## src/sv/dclc_ram.sv

```systemverilog
// ----------------------------------------------------------------------------
// dclc_ram
// Generic single-write, single-read RAM with a registered read port.
// ----------------------------------------------------------------------------
`default_nettype none

module dclc_ram #(
    parameter int unsigned WIDTH = 16,
    parameter int unsigned DEPTH = 32,
    parameter int unsigned ADDR_W = (DEPTH > 1) ? $clog2(DEPTH) : 1
) (
    input  wire logic              clk,
    input  wire logic              wr_en,
    input  wire logic [ADDR_W-1:0] wr_addr,
    input  wire logic [WIDTH-1:0]  wr_data,
    input  wire logic [ADDR_W-1:0] rd_addr,
    output logic      [WIDTH-1:0]  rd_data
);

    logic [WIDTH-1:0] mem [DEPTH];

    // Write port
    always_ff @(posedge clk)
    begin
        if (wr_en)
        begin
            mem[wr_addr] <= wr_data;
        end
    end

    // Registered read port
    always_ff @(posedge clk)
    begin
        rd_data <= mem[rd_addr];
    end

endmodule

`default_nettype wire

```

## config.mk

```make
export PLATFORM = sky130hd
export DESIGN_NAME = dclc_ram
export DESIGN_NICKNAME = d
export VERILOG_FILES = /design/src/sv/dclc_ram.sv
export SDC_FILE = /design/constraint.sdc
export NUM_CORES = 1
export LEC_CHECK = 0
export BUFFER_PORTS_ARGS = -buffer_cell sky130_fd_sc_hd__buf_4
export CORE_MARGIN = 3
export CORE_UTILIZATION = 45
export DETAILED_ROUTE_END_ITERATION = 16
export GPL_TIMING_DRIVEN = 0
export HOLD_SLACK_MARGIN = 0.08
export PLACE_DENSITY = 0.68
export SLEW_MARGIN = 20
export SYNTH_ARGS = -nofsm -noshare
export SYNTH_HDL_FRONTEND = slang
export SYNTH_SLANG_ARGS = --single-unit
export TNS_END_PERCENT = 1
```

## constraint.sdc

```tcl
create_clock -name clk -period 2.35 [get_ports clk]
set_input_delay 0 -clock clk [delete_from_list [all_inputs] [get_ports clk]]
set_output_delay 0 -clock clk [all_outputs]
set_load 0.02 [all_outputs]
```

==> impl_metrics.ini <==
[pwr]
leakagePower_nw = 8.256
peakVddDrop_v = 0.0006699
p_total_mw = 19.73
p_per_area_nw_per_um2 = 834.1

[setup_path]
crit_path_start_kind = primary input
critPathMaxFanout = 10
rr_worst_depth = 5
crit_arrival_ps = 2510
critPathKind = primary input to flop
required_ps = 2790
endpoint_kind = flop

[global_route]
grt_first_pass_wirelength_mm = 69.26
grt_max_degree = 33
grt_util_all_layers_pct = 19.82
grt-ovfl-total = 0
first_global_vias = 10700
antenna_found_initial = 0

[place]
hpwl_mm = 30.46
dpl.cell_count = 1785
dpl_cell_area_um2 = 21790
io_buffers = 40
globalplace.congestion = 0.9065

[yosys]
synth-async-reset-ratio_pct = 0
ys_warn_count = 0
synth_cell_type_count = 26
synth.largest_area_cell = edfxtp_1
netlist_area_um2 = 20540
ys.flop_type = edfxtp_1
avgSynthCellArea_um2 = 17.97
synth_top_cell_area_share_pct = 74.87
synth_cells = 1143
syn_nets = 1171
yosysMostFrequentCell = edfxtp_1
yosysSeqAreaShare_pct = 76.43
yosys_register_bits = 528
synth_enable_flop_cells = 512
yosys-top-cells-count = 512 x edfxtp_1, 256 x mux2i_1, 64 x a22oi_1, 34 x nand3_1
synthTopCellsByArea = edfxtp_1 75%, mux2i_1 12%, a22oi_1 2.3%

[layout]
n_antenna_cell = 0
drive_above_1_share_pct = 16.17
area_growth_pct = 15.16
instances_no_fill = 1903
fin_area_um2 = 23650
num-fill-cells = 3499
nets = 1295

[sta]
final_hold_viol_count = 0
finalSetupTns_ps = 0
fin_skew_ps = 24.38
slew_headroom_pct = 36.34
max_freq_ghz = 0.4818
rsz0062_at_grt = false
maxSlewViolCount = 0
finalSetupViolations = 0
finalCritPeriodShare_pct = 88.33
worst_pin_slew_ps = 953.9
period_needed_ps = 2076

[floorplan]
fp.dieH_um = 219.6
placementRows = 77
die-area_um2 = 48240
core_um2 = 44610
die_w_um = 219.6
io_pins = 44
start_util_pct = 46.04

[min_path]
min_path_cells = 3
min_path_type = primary input to flop

[detailed_routing]
vias = 10810
postRouteAntennaNets = 0
wl_per_cell_um = 24.98
drt_first_iter_violations = 1260
first_pass_iters = 5
via_per_inst = 5.679
drt_wl_total_mm = 47.54
remaining_drc_errors = 0

[run_status]
status = completed

[cts]
cts_buffers = 52
root_buffer = clkbuf_16
clkLatencyLatePin_ps = 600
path_clk_slew_ps = 60
post_cts_buffers = 0
cts_tree = built
clock_path_buffers = 3
post_cts_resized = 0
cts-htree-levels = 2
clock_sinks = 528

[job]
maxCapViolations = 0
## per-layer routing
metal  vias to the layer above  GRT usage (%)  share of wire, %
li1                       4807              -                 -
met1                      5520          29.00                45
met2                       406          29.89                45
met3                        75          4.054               7.5
met4                         0          6.589               3.1
met5                         -              0                 0
## path summary, 6_finish.rpt
kind,from,end,slack (ps)
hold reg to reg,mem[10][0],rd_data[0],650
setup / recovery,rd_addr[4],rd_data[7],270
hold / removal,wr_addr[4],mem[27][11],130
setup reg to reg,mem[29][0],rd_data[0],740
## where the power goes
part	leakage (nW)	switching [mW]	internal [mW]	total (mW)
registers	4.75	0.0335	10.5	10.5
logic	2.70	0.804	0.422	1.23
clock network	0.810	3.41	4.58	8.00
total	8.26	4.25	15.5	19.7
## registers in the layout, indices dropped and copies added, names as in the netlist
signal / flops
rd_data: 16
mem: 512
## worst max-delay path, stage by stage
cell and delay, ps:
dlygate4sd3_1 540, buf_4 190, or2_1 250, buf_2 230
clkbuf_1 440, nor3_1 220, a31oi_1 450, nand3_1 190
## cell families after synthesis
kind of cell / share of synthesized area [%]
AO/OA/AOI/OAI: 4.972
buffers and inverters: 2.632
flip-flops: 76.43
multiplexers: 12.48
AND/OR/NAND/NOR: 3.491
## area by class of cell
class	count	area [um2]	area share, %
Multi-Input combinational cell	548	4380	18.52
Buffer	67	540.5	2.286
Clock buffer	77	1476	6.243
Tap cell	592	740.7	3.132
Clock inverter	21	183.9	0.7777
Sequential cell	528	15700	66.37
Timing Repair Buffer	70	631.9	2.672
## cells in the final DEF, fill, tap and decap left out
cell type,n
buf_12,5
nor3_1,16
dlygate4sd3_1,20
inv_6,1
clkinv_1,9
a21oi_1,32
nor2_2,32
dfxtp_1,16
nand3_1,34
nor2_1,1
or2_1,1
clkbuf_16,53
clkbuf_1,30
edfxtp_1,512
nand3b_1,5
a22o_1,32
a22oi_1,64
buf_8,11
or3b_2,3
nand4_1,16
buf_2,19
nand2_1,33
nor2_4,1
clkinv_2,7
clkinv_8,1
or3_1,1
buf_4,59
and2_1,1
bufinv_16,2
a31oi_1,16
mux2i_1,256
buf_6,11
clkbuf_8,6
nand2b_1,2
clkinv_16,1
nor2b_1,2
## timing repair
| item | CTS | global route |
|---|---|---|
| hold buffers | 20 | 0 |
| endpoints found under the hold margin | 521 | 0 |
| endpoints found under the setup margin | 0 | 0 |
## per-stage QoR
step	setup slack, ps	utilization (%)	hold WS, ps
2_1_floorplan	610.0	-	98.87
3_3_place_gp	-174.2	48.37	413.1
3_5_place_dp	181.5	48.85	414.2
4_1_cts	451.3	53.02	85.65
5_1_grt	294.5	53.02	112.7
6_report	274.3	53.02	132.1
No activity file was read; power rests on OpenSTA's default activity.
